===== src/rtl/urdd_pkg.sv =====
// Shared types, constants and helpers for the ultrasonic range / deadband drive unit.
// Used by every module in rtl/; depends on nothing else.
package urdd_pkg;

    localparam int TEMP_W     = 12;
    localparam int DIST_W     = 11;
    localparam int NEAR_W     = 11;
    localparam int THR_W      = 12;
    localparam int TIMEOUT_W  = 16;
    localparam int REST_W     = 24;
    localparam int TICK_W     = 24;
    localparam int CFG_IDX_W  = 3;
    localparam int CFG_DATA_W = 24;
    localparam int MOTOR_W    = 2;

    localparam int ADC_BITS_DEF = 12;

    // register indexes of the configuration port
    localparam logic [CFG_IDX_W-1:0] CFG_NEAR_LIMIT   = 3'd0;
    localparam logic [CFG_IDX_W-1:0] CFG_FAR_LIMIT    = 3'd1;
    localparam logic [CFG_IDX_W-1:0] CFG_FAN_THRESH   = 3'd2;
    localparam logic [CFG_IDX_W-1:0] CFG_ECHO_TIMEOUT = 3'd3;
    localparam logic [CFG_IDX_W-1:0] CFG_REST_PERIOD  = 3'd4;

    localparam logic [NEAR_W-1:0]    NEAR_LIMIT_RST   = 11'd20;
    localparam logic [NEAR_W-1:0]    FAR_LIMIT_RST    = 11'd40;
    localparam logic [THR_W-1:0]     FAN_THRESH_RST   = 12'd245;
    localparam logic [TIMEOUT_W-1:0] ECHO_TIMEOUT_RST = 16'd30000;
    localparam logic [REST_W-1:0]    REST_PERIOD_RST  = 24'd500000;

    localparam logic [MOTOR_W-1:0] MOTOR_STOP = 2'd0;
    localparam logic [MOTOR_W-1:0] MOTOR_FWD  = 2'd1;
    localparam logic [MOTOR_W-1:0] MOTOR_BACK = 2'd2;

    localparam logic [DIST_W-1:0] TIMEOUT_DIST = 11'd255;
    localparam logic [DIST_W-1:0] DIST_MAX     = 11'd1129;

    // 1/58 as 2^22-scaled reciprocal, exact for every 16-bit width
    localparam int                DIV58_SHIFT = 22;
    localparam logic [16:0]       DIV58_MULT  = 17'd72316;

    typedef struct packed {
        logic              echo_level;
        logic [TEMP_W-1:0] temp_code;
    } in_item_t;

    typedef struct packed {
        logic               trigger_out;
        logic [MOTOR_W-1:0] motor_cmd;
        logic               fan_on;
        logic [DIST_W-1:0]  distance_cm;
        logic               distance_valid;
    } out_item_t;

    // measurement completion from the sequencer to the drive logic
    typedef struct packed {
        logic              done;
        logic [DIST_W-1:0] dist_cm;
    } seq_evt_t;

    function automatic logic [DIST_W-1:0] div58(input logic [TIMEOUT_W-1:0] x);
        logic [TIMEOUT_W+17-1:0] prod;
        prod = x * DIV58_MULT;
        return prod[DIV58_SHIFT +: DIST_W];
    endfunction

endpackage


===== src/rtl/ultrasonic_range_deadband_drive_unit.sv =====
// Top level of the ultrasonic range / deadband drive unit.
// Depends on urdd_pkg, urdd_seq and urdd_drive.
//
// Each item on the s_ channel is one microsecond tick and produces exactly one item on the m_
// channel. An item is taken into an input register, evaluated by the sequencer and the drive
// logic, and lands in the output register: one item per clock sustained while m_ready is
// high, m_valid rising as it enters the output register. The pipeline advances whenever
// the output register is empty or being taken, so s_ready follows m_ready through one gate.
// Configuration writes take effect on the next item evaluated and are meant for idle periods.
module ultrasonic_range_deadband_drive_unit #(
    parameter int ADC_BITS = urdd_pkg::ADC_BITS_DEF
) (
    input  logic                                aclk,
    input  logic                                aresetn,
    input  logic                                s_valid,
    output logic                                s_ready,
    input  urdd_pkg::in_item_t                  s_data,
    output logic                                m_valid,
    input  logic                                m_ready,
    output urdd_pkg::out_item_t                 m_data,
    input  logic                                cfg_we,
    input  logic [urdd_pkg::CFG_IDX_W-1:0]      cfg_index,
    input  logic [urdd_pkg::CFG_DATA_W-1:0]     cfg_wdata
);

    logic [urdd_pkg::NEAR_W-1:0]    near_reg;
    logic [urdd_pkg::NEAR_W-1:0]    far_reg;
    logic [urdd_pkg::THR_W-1:0]     thresh_reg;
    logic [urdd_pkg::TIMEOUT_W-1:0] timeout_reg;
    logic [urdd_pkg::REST_W-1:0]    rest_reg;

    logic                 in_valid_reg, in_valid_next;
    urdd_pkg::in_item_t   in_data_reg;
    logic                 out_valid_reg, out_valid_next;
    urdd_pkg::out_item_t  out_data_reg, out_data_next;

    logic                 advance;
    logic                 step;
    logic                 trig;
    urdd_pkg::seq_evt_t   evt;
    logic [urdd_pkg::MOTOR_W-1:0] motor_next;
    logic                 fan_next;

    always_ff @(posedge aclk) begin
        if (!aresetn) begin
            near_reg    <= urdd_pkg::NEAR_LIMIT_RST;
            far_reg     <= urdd_pkg::FAR_LIMIT_RST;
            thresh_reg  <= urdd_pkg::FAN_THRESH_RST;
            timeout_reg <= urdd_pkg::ECHO_TIMEOUT_RST;
            rest_reg    <= urdd_pkg::REST_PERIOD_RST;
        end else if (cfg_we) begin
            case (cfg_index)
                urdd_pkg::CFG_NEAR_LIMIT:   near_reg    <= cfg_wdata[urdd_pkg::NEAR_W-1:0];
                urdd_pkg::CFG_FAR_LIMIT:    far_reg     <= cfg_wdata[urdd_pkg::NEAR_W-1:0];
                urdd_pkg::CFG_FAN_THRESH:   thresh_reg  <= cfg_wdata[urdd_pkg::THR_W-1:0];
                urdd_pkg::CFG_ECHO_TIMEOUT: timeout_reg <= cfg_wdata[urdd_pkg::TIMEOUT_W-1:0];
                urdd_pkg::CFG_REST_PERIOD:  rest_reg    <= cfg_wdata[urdd_pkg::REST_W-1:0];
                default: ;
            endcase
        end
    end

    assign advance = !out_valid_reg || m_ready;
    assign s_ready = !in_valid_reg || advance;
    assign step    = in_valid_reg && advance;

    assign in_valid_next  = s_ready ? s_valid : in_valid_reg;
    assign out_valid_next = advance ? in_valid_reg : out_valid_reg;

    urdd_seq u_seq (
        .aclk         (aclk),
        .aresetn      (aresetn),
        .step         (step),
        .echo_level   (in_data_reg.echo_level),
        .echo_timeout (timeout_reg),
        .rest_period  (rest_reg),
        .trigger_out  (trig),
        .evt          (evt)
    );

    urdd_drive #(
        .ADC_BITS (ADC_BITS)
    ) u_drive (
        .aclk       (aclk),
        .aresetn    (aresetn),
        .step       (step),
        .evt        (evt),
        .temp_code  (in_data_reg.temp_code),
        .near_limit (near_reg),
        .far_limit  (far_reg),
        .fan_thresh (thresh_reg),
        .motor_next (motor_next),
        .fan_next   (fan_next)
    );

    always_comb begin
        out_data_next.trigger_out    = trig;
        out_data_next.motor_cmd      = motor_next;
        out_data_next.fan_on         = fan_next;
        out_data_next.distance_cm    = evt.dist_cm;
        out_data_next.distance_valid = evt.done;
    end

    always_ff @(posedge aclk) begin
        if (!aresetn) begin
            in_valid_reg  <= 1'b0;
            out_valid_reg <= 1'b0;
        end else begin
            in_valid_reg  <= in_valid_next;
            out_valid_reg <= out_valid_next;
        end
    end

    always_ff @(posedge aclk) begin
        if (s_valid && s_ready) begin
            in_data_reg <= s_data;
        end
        if (step) begin
            out_data_reg <= out_data_next;
        end
    end

    assign m_valid = out_valid_reg;
    assign m_data  = out_data_reg;

    // a stalled item in the input register is never dropped
    a_in_hold: assert property (@(posedge aclk) disable iff (!aresetn)
        in_valid_reg && !advance |=> in_valid_reg)
        else $error("input item lost while stalled");

    // distance is zero unless a measurement completes
    a_dist_zero: assert property (@(posedge aclk) disable iff (!aresetn)
        m_valid && !m_data.distance_valid |-> m_data.distance_cm == '0)
        else $error("distance without completion");

    // completion never falls in a trigger pulse, and distance stays in range
    a_done_sane: assert property (@(posedge aclk) disable iff (!aresetn)
        m_valid && m_data.distance_valid |->
            !m_data.trigger_out && m_data.distance_cm <= urdd_pkg::DIST_MAX)
        else $error("bad completion item");

endmodule


===== src/rtl/urdd_seq.sv =====
// Trigger / echo timing sequencer: phase state and tick counter.
// Depends on urdd_pkg.
module urdd_seq (
    input  logic                               aclk,
    input  logic                               aresetn,
    input  logic                               step,
    input  logic                               echo_level,
    input  logic [urdd_pkg::TIMEOUT_W-1:0]     echo_timeout,
    input  logic [urdd_pkg::REST_W-1:0]        rest_period,
    output logic                               trigger_out,
    output urdd_pkg::seq_evt_t                 evt
);

    localparam logic [2:0] PH_TRIG_LOW  = 3'd0;
    localparam logic [2:0] PH_TRIG_HIGH = 3'd1;
    localparam logic [2:0] PH_WAIT_RISE = 3'd2;
    localparam logic [2:0] PH_TIME_HIGH = 3'd3;
    localparam logic [2:0] PH_REST      = 3'd4;

    localparam int CNT_W = urdd_pkg::TICK_W + 1;
    localparam logic [CNT_W-1:0] TRIG_LOW_TICKS  = 25'd2;
    localparam logic [CNT_W-1:0] TRIG_HIGH_TICKS = 25'd10;

    logic [2:0]                  phase_reg, phase_next;
    logic [urdd_pkg::TICK_W-1:0] ticks_reg, ticks_next;
    logic [CNT_W-1:0]            inc;
    logic [CNT_W-1:0]            timeout_x;
    logic [CNT_W-1:0]            rest_x;

    always_comb begin
        inc         = {1'b0, ticks_reg} + 25'd1;
        timeout_x   = CNT_W'(echo_timeout);
        rest_x      = CNT_W'(rest_period);
        phase_next  = phase_reg;
        ticks_next  = ticks_reg;
        trigger_out = 1'b0;
        evt.done    = 1'b0;
        evt.dist_cm = '0;
        case (phase_reg)
            PH_TRIG_LOW: begin
                ticks_next = inc[urdd_pkg::TICK_W-1:0];
                if (inc >= TRIG_LOW_TICKS) begin
                    phase_next = PH_TRIG_HIGH;
                    ticks_next = '0;
                end
            end
            PH_TRIG_HIGH: begin
                trigger_out = 1'b1;
                ticks_next  = inc[urdd_pkg::TICK_W-1:0];
                if (inc >= TRIG_HIGH_TICKS) begin
                    phase_next = PH_WAIT_RISE;
                    ticks_next = '0;
                end
            end
            PH_WAIT_RISE: begin
                if (echo_level) begin
                    // rising tick counts as the first high tick
                    phase_next = PH_TIME_HIGH;
                    ticks_next = 24'd1;
                    if (echo_timeout == '0) begin
                        evt.done    = 1'b1;
                        evt.dist_cm = urdd_pkg::TIMEOUT_DIST;
                    end
                end else if (inc > timeout_x) begin
                    evt.done    = 1'b1;
                    evt.dist_cm = urdd_pkg::TIMEOUT_DIST;
                end else begin
                    ticks_next = inc[urdd_pkg::TICK_W-1:0];
                end
            end
            PH_TIME_HIGH: begin
                if (echo_level) begin
                    if (inc > timeout_x) begin
                        evt.done    = 1'b1;
                        evt.dist_cm = urdd_pkg::TIMEOUT_DIST;
                    end else begin
                        ticks_next = inc[urdd_pkg::TICK_W-1:0];
                    end
                end else begin
                    // width never exceeds the 16-bit timeout here
                    evt.done    = 1'b1;
                    evt.dist_cm = urdd_pkg::div58(ticks_reg[urdd_pkg::TIMEOUT_W-1:0]);
                end
            end
            PH_REST: begin
                ticks_next = inc[urdd_pkg::TICK_W-1:0];
                if (inc >= rest_x) begin
                    phase_next = PH_TRIG_LOW;
                    ticks_next = '0;
                end
            end
            default: begin
                phase_next = PH_TRIG_LOW;
                ticks_next = '0;
            end
        endcase
        if (evt.done) begin
            phase_next = (rest_period != '0) ? PH_REST : PH_TRIG_LOW;
            ticks_next = '0;
        end
    end

    always_ff @(posedge aclk) begin
        if (!aresetn) begin
            phase_reg <= PH_TRIG_LOW;
            ticks_reg <= '0;
        end else if (step) begin
            phase_reg <= phase_next;
            ticks_reg <= ticks_next;
        end
    end

endmodule


===== src/rtl/urdd_drive.sv =====
// Motor deadband decision and fan switch, with their held states.
// Depends on urdd_pkg.
module urdd_drive #(
    parameter int ADC_BITS = urdd_pkg::ADC_BITS_DEF
) (
    input  logic                              aclk,
    input  logic                              aresetn,
    input  logic                              step,
    input  urdd_pkg::seq_evt_t                evt,
    input  logic [urdd_pkg::TEMP_W-1:0]       temp_code,
    input  logic [urdd_pkg::NEAR_W-1:0]       near_limit,
    input  logic [urdd_pkg::NEAR_W-1:0]       far_limit,
    input  logic [urdd_pkg::THR_W-1:0]        fan_thresh,
    output logic [urdd_pkg::MOTOR_W-1:0]      motor_next,
    output logic                              fan_next
);

    logic [urdd_pkg::MOTOR_W-1:0] motor_reg;
    logic                         fan_reg;
    logic [urdd_pkg::TEMP_W-1:0]  temp_m;

    // only the low ADC_BITS bits of the code are significant
    always_comb begin
        for (int i = 0; i < urdd_pkg::TEMP_W; i++) begin
            temp_m[i] = temp_code[i] & (i < ADC_BITS);
        end
    end

    always_comb begin
        motor_next = motor_reg;
        fan_next   = fan_reg;
        if (evt.done) begin
            if (evt.dist_cm < near_limit) begin
                motor_next = urdd_pkg::MOTOR_BACK;
            end else if (evt.dist_cm > far_limit) begin
                motor_next = urdd_pkg::MOTOR_FWD;
            end else begin
                motor_next = urdd_pkg::MOTOR_STOP;
            end
            fan_next = (temp_m > fan_thresh);
        end
    end

    always_ff @(posedge aclk) begin
        if (!aresetn) begin
            motor_reg <= urdd_pkg::MOTOR_STOP;
            fan_reg   <= 1'b0;
        end else if (step) begin
            motor_reg <= motor_next;
            fan_reg   <= fan_next;
        end
    end

endmodule

===== config.mk =====
export PLATFORM = sky130hd
export DESIGN_NAME = ultrasonic_range_deadband_drive_unit
export DESIGN_NICKNAME = d
export VERILOG_FILES = /design/src/rtl/urdd_pkg.sv /design/src/rtl/ultrasonic_range_deadband_drive_unit.sv /design/src/rtl/urdd_seq.sv /design/src/rtl/urdd_drive.sv
export SDC_FILE = /design/constraint.sdc
export NUM_CORES = 1
export LEC_CHECK = 0
export CORE_ASPECT_RATIO = 0.7
export CORE_MARGIN = 5
export CORE_UTILIZATION = 55
export CTS_CLUSTER_SIZE = 20
export DETAILED_ROUTE_END_ITERATION = 6
export DONT_BUFFER_PORTS = 1
export PLACE_DENSITY = 0.68
export SLEW_MARGIN = 30
export SYNTH_ARGS = -nofsm -noshare
export SYNTH_HDL_FRONTEND = slang
export SYNTH_SLANG_ARGS = --single-unit

===== constraint.sdc =====
create_clock -name aclk -period 9.3 [get_ports aclk]
set_input_delay 0 -clock aclk [delete_from_list [all_inputs] [get_ports aclk]]
set_output_delay 0 -clock aclk [all_outputs]
set_load 0.01 [all_outputs]

-- Word-level counts from Yosys, hierarchy flattened
Index checks and enable logic that the tools add are counted.
- add/subtract/negate cells: 1
- $mul: 1
- magnitude comparators: 7
- equal/unequal tests: 14
- muxes and demuxes: 25
- reductions and logical operators: 17
- operator list (operator ; number):
    $mux 24 ; 7
    $pmux 24 s5 ; 1
    $mux 12 ; 4
    $mul 16x15->31 const B ; 1
    $add 24x1->25 const B ; 1
    $ge 25x2->1 const B ; 1
    $ge 25x24->1 ; 1
    $ge 25x4->1 const B ; 1
    $gt 25x16->1 ; 1
    $pmux 12 s2 ; 1
    $reduce_bool 24->1 ; 1
    $mux 3 ; 6
    $logic_not 16->1 ; 1
    $pmux 3 s5 ; 1
    $eq 3x2->1 const B ; 4
    $gt 12x12->1 ; 1
    $reduce_and 2->1 ; 6
    $gt 11x11->1 ; 1
    $lt 11x11->1 ; 1
    $ne 3x2->1 const B ; 3
    $eq 3x1->1 const B ; 2
    $eq 3x3->1 const B ; 2
    $logic_not 3->1 ; 2
    $ne 3x3->1 const B ; 2
    7 further kinds ; 13
- flip-flop bits (word level): 135
- input port bits: 45
- output and inout bits: 18
- word-level logic and storage cells: 83

-- Longest topological paths before layout
- depth in word-level cells: 9
- mapped depth: 31
- mapped depth without buffers: 31

-- By module
A second synthesis with hierarchy kept.
- cells, all modules: 1304
- area total of the unflattened synthesis: 12261.8 um2
- by module, submodules not included (module ; instances ; cells each ; area each (um2) ; sequential area each (um2)):
    urdd_seq ; 1 ; 850 ; 7407.1 ; 540.5
    ultrasonic_range_deadband_drive_unit ; 1 ; 324 ; 3871.2 ; 2392.3
    urdd_drive ; 1 ; 130 ; 983.4 ; 60.1

-- Worst setup path before layout
OpenSTA, ideal clock, no wires.
- kind: reg-to-reg
- from: register u_seq.ticks_reg[8] in the netlist's numbering
- to: register out_data_reg, in the netlist m_data[13] (data pin)
- library setup time: 254 ps
- arrival time: 6691 ps
- required time: 9046 ps
- slack: 2355 ps
- cell stages (with the launch flop): 31
- path buffers: 0
- clock period less this slack: 6945 ps
- cells stage by stage: dfxtp_1 fa_1 inv_1 fa_1 inv_1 ha_1 inv_1 fa_1 inv_1 fa_1 inv_1 fa_1 inv_1 ha_1 a21o_1 a21oi_1 o21a_1 o31ai_1 a211o_1 a21o_1 xnor2_1 a21oi_1 ha_1 a21o_1 a21o_1 a21oi_1 o21ai_0 a21o_1 a21oi_1 a211oi_1 a21o_1
- RTL lines (element ; RTL line ; text):
    start, declared ; urdd_seq.sv:25 ; logic [urdd_pkg::TICK_W-1:0] ticks_reg, ticks_next;
    start signal, assigned ; urdd_seq.sv:109 ; ticks_reg <= ticks_next;
    end signal, assigned ; ultrasonic_range_deadband_drive_unit.sv:119 ; out_data_reg <= out_data_next;
    end, declared ; ultrasonic_range_deadband_drive_unit.sv:35 ; urdd_pkg::out_item_t out_data_reg, out_data_next;

==> impl_metrics.py <==
metrics = {
    "synthesis": {
        "syn_nets": 1688,
        "netlist_area_before_placement_sq_um": 12000,
        "yosysWarningCount": 0,
        "yosys_most_used_dff": "sky130_fd_sc_hd__dfxtp_1",
        "syn-instance-count": 1366,
        "synth-edff-count": 29,
        "synth-seq-cells": 135,
        "synth.yosys.seq_area_share_pct": 24.8,
        "post_synth_num_cell_types": 69,
        "post_synth.cell_area_avg_sq_um": 8.82,
        "asyncSetResetFlopFracSynth_pct": 0,
    },
    "routing": {
        "drc": 0,
        "antenna_violating_nets_post_route": 0,
        "detailedRoute.firstIterationViolations": 841,
        "detail_route.vias_per_cell": 5.85,
        "drt-pass1-iter-count": 5,
        "via_count": 9910,
        "routedWlPerCell_microns": 19.6,
        "postRouteWirelength_mm": 33.2,
    },
    "timing": {
        "worst-slew-pin-transition_ns": 0.996,
        "report.final.hold_viol_count": 0,
        "setup_viol": 0,
        "relSlewSlack_pct": 32.7,
        "fmaxAchievable_ghz": 0.129,
        "post-route-period-util_pct": 83.6,
        "clock_skew_ns": 0.00971,
        "fin_tns_setup_ns": 0,
        "maxSlewViolCount": 0,
        "timing.hold.ws_ns": 0.0298,
        "layout_min_cycle_time_ns": 7.78,
        "setup_repair_after_global_routing_missed_its_margin": "no",
        "timing.final.ws_setup_ns": 1.52,
    },
    "power": {
        "power.density_cell_area_nw_per_um2": 114,
        "p_comb_share_pct": 15.0,
        "p_switching_mw": 0.454,
        "switching_share_pct": 29.7,
        "power.share.clock_pct": 43.3,
        "ir_worst_vdd_mv": 0.135,
        "p_seq_share_pct": 41.7,
        "fin_total_pwr_mw": 1.53,
        "static-leakage-power_nw": 6.50,
        "p_int_mw": 1.07,
    },
    "critical_path": {
        "timing.critical_path.to_type": "register",
        "worstPathMaxFanout": 14,
        "critPathKind": "register to register",
        "crit_top_cell": "sky130_fd_sc_hd__inv_1",
        "cp.required_ns": 9.48,
        "arrival_ns": 7.96,
        "timing.critical_path.from_type": "register",
        "critical_path.slowest_cell": "sky130_fd_sc_hd__fa_1",
        "max_stage_delay_ns": 0.61,
    },
    "grt": {
        "first_global_vias": 9392,
        "number_of_antenna_violations_at_the_first_check_in_global_routing": 0,
        "grt_first_pass_wirelength_mm": 52.9,
        "grt_remaining_overflow": 0,
        "globalRouteTotalUtil_pct": 26.8,
        "grt_start_max_net_pins": 48,
    },
    "floorplan": {
        "dieWidth_microns": 187,
        "die_height_microns": 134,
        "floorplan.initialDensity_pct": 55.7,
        "floorplan.rows": 45,
        "floorplan.die_area_sq_um": 25000,
        "core_area_sq_um": 21600,
        "ios": 63,
    },
    "finish": {
        "final_layout_size_suffix_gt1_share_pct": 4.67,
        "multiInputGateArea_sq_um": 8080,
        "antenna_cells_inserted": 0,
        "num-nets-final": 1722,
        "layout.area.seq_sq_um": 2990,
        "layout.filler_cells": 1852,
        "synthToLayoutAreaGrowth_pct": 10.9,
    },
    "clock_network": {
        "tritoncts.num_buffers": 17,
        "postCtsResizedCells": 0,
        "clock_tree.htree_level_count": 4,
        "clock_tree_from_tritoncts": "yes",
        "cts.sink_count": 135,
        "clk-insertion-delay-late_ns": 0.43,
        "cts-root-to-sink-buffers": 2,
        "clk_pin_slew_ns": 0.07,
        "root_buffer": "sky130_fd_sc_hd__clkbuf_16",
        "holdBufCountCts": 49,
        "cts.repair_timing.setup_buffer_count": 0,
    },
    "placement": {
        "place_ws_ns": 1.62,
        "gp_congestion": 0.951,
        "detailedPlacementHpwl_mm": 25.8,
        "place.port_buffers": 0,
    },
    "job": {
        "max_cap_check_violation_count": 0,
    },
    "worst_hold_path": {
        "hold_class": "input port to register",
    },
    "status": {
        "status": "finished clean",
    },
}
## final cells by class
| type | instances | area share, % |
|---|---|---|
| clock buffers | 17 | 3.18 |
| clock inverters | 15 | 1.06 |
| inverters | 218 | 6.12 |
| multi-input cells | 972 | 60.4 |
| flip-flops and latches | 135 | 22.4 |
| well taps | 282 | 2.64 |
| repair buffers | 56 | 4.16 |
## Yosys cell counts, types with 4 or more instances
| master | n | area (sq um) |
|---|---|---|
| sky130_fd_sc_hd__o21ai_0 | 21 | 105 |
| sky130_fd_sc_hd__nand4_1 | 28 | 175 |
| sky130_fd_sc_hd__nand2_1 | 181 | 679 |
| sky130_fd_sc_hd__nor4_1 | 19 | 119 |
| sky130_fd_sc_hd__xnor2_1 | 17 | 149 |
| sky130_fd_sc_hd__a21o_1 | 23 | 173 |
| sky130_fd_sc_hd__o211ai_1 | 31 | 233 |
| sky130_fd_sc_hd__nand2b_1 | 11 | 68.8 |
| sky130_fd_sc_hd__dfxtp_1 | 106 | 2120 |
| sky130_fd_sc_hd__a31oi_1 | 12 | 75.1 |
| sky130_fd_sc_hd__o21ai_1 | 4 | 20.0 |
| sky130_fd_sc_hd__and3_1 | 5 | 31.3 |
| sky130_fd_sc_hd__a211oi_1 | 7 | 52.6 |
| sky130_fd_sc_hd__o21a_1 | 8 | 60.1 |
| sky130_fd_sc_hd__or2_2 | 9 | 56.3 |
| sky130_fd_sc_hd__a21oi_1 | 106 | 531 |
| sky130_fd_sc_hd__ha_1 | 197 | 2460 |
| sky130_fd_sc_hd__xor2_1 | 23 | 201 |
| sky130_fd_sc_hd__a32o_1 | 7 | 70.1 |
| sky130_fd_sc_hd__clkbuf_1 | 35 | 131 |
| sky130_fd_sc_hd__edfxtp_1 | 29 | 871 |
| sky130_fd_sc_hd__and2_1 | 10 | 62.6 |
| sky130_fd_sc_hd__or3_1 | 4 | 25.0 |
| sky130_fd_sc_hd__nor2b_1 | 6 | 37.5 |
| sky130_fd_sc_hd__nand3_1 | 30 | 150 |
| sky130_fd_sc_hd__nor2_1 | 42 | 158 |
| sky130_fd_sc_hd__inv_1 | 215 | 807 |
| sky130_fd_sc_hd__nor3_1 | 21 | 105 |
| sky130_fd_sc_hd__fa_1 | 80 | 1600 |
| sky130_fd_sc_hd__a22oi_1 | 5 | 37.5 |
| sky130_fd_sc_hd__o31a_1 | 4 | 35.0 |
| sky130_fd_sc_hd__o31ai_1 | 6 | 45.0 |
## per-layer routing
metal	wire [microns]	vias up	track usage [%]	part of all wire, %
li1	-	4770	-	-
met1	16700	4678	42.8	50
met2	12600	416	35.2	38
met3	3400	46	7.34	10
met4	523	0	6.40	1.6
met5	0	-	0	0
## layout by cell type (no fill, tap or decap), drive strengths merged, types with 4 or more instances in the layout
cell / instances
or3: 4
dlygate4sd3: 49
nor2b: 6
and2: 10
nor2: 42
nand2: 181
a31oi: 13
o31ai: 6
xor2: 23
nand2b: 11
nand3: 31
o21a: 8
and3: 5
nor3: 21
a211oi: 9
a22oi: 5
dfxtp: 106
o211ai: 31
ha: 197
clkbuf: 17
inv: 226
edfxtp: 29
fa: 80
o21ai: 25
a32o: 7
nand4: 29
a21oi: 106
nor4: 22
xnor2: 17
or2: 9
buf: 7
o31a: 4
a21o: 24
## per-stage QoR
stage | area (sq um) | util, % | cells
after floorplan | 12000 | - | 1366
after global placement | 12300 | 56.8 | 1613
after detailed placement | 12300 | 56.8 | 1613
after CTS | 13300 | 61.7 | 1694
after global routing | 13400 | 61.8 | 1695
final | 13400 | 61.8 | 1695
## power groups by stage
stage / registers, mW / logic (mW) / clock network (mW)
floorplan: 0.641 / 0.151 / 0
global placement: 0.649 / 0.194 / 0
detailed placement: 0.649 / 0.198 / 0
CTS: 0.636 / 0.226 / 0.666
global route: 0.639 / 0.258 / 0.695
finish: 0.637 / 0.230 / 0.662
## final timing paths
path / depth (start not counted) / start / to / slack [ns]
worst max-delay path: 28 / u_seq.ticks_reg[8]$_SDFFE_PN0P_ / m_data[13]$_DFFE_PP_ / 1.52
worst min-delay path: 4 / cfg_index[0] / far_reg[10]$_SDFFE_PN0P_ / 0.03
worst max register to register: 28 / u_seq.ticks_reg[8]$_SDFFE_PN0P_ / m_data[13]$_DFFE_PP_ / 1.52
worst min register to register: 2 / far_reg[8]$_SDFFE_PN0P_ / far_reg[8]$_SDFFE_PN0P_ / 0.45
## kinds of logic after synthesis
kind of cell,Yosys count,share of synthesized area (%)
AO/OA/AOI/OAI,268,14.7
multiplexers,4,0.353
buffers and inverters,259,8.18
AND/OR/NAND/NOR,382,15.2
adder cells (fa/ha/maj),278,33.8
flip-flops,135,24.8
XOR/XNOR,40,2.91
## worst max-delay path, delay by kind of cell (launching register included)
family,cells,cell delay [ns]
AO/OA/AOI/OAI,13,2.66
adder cells (fa/ha/maj),8,3.53
buffers and inverters,6,0.27
flip-flops,1,0.51
AND/OR/NAND/NOR,1,0.52
(Power assumes the default switching activity.)
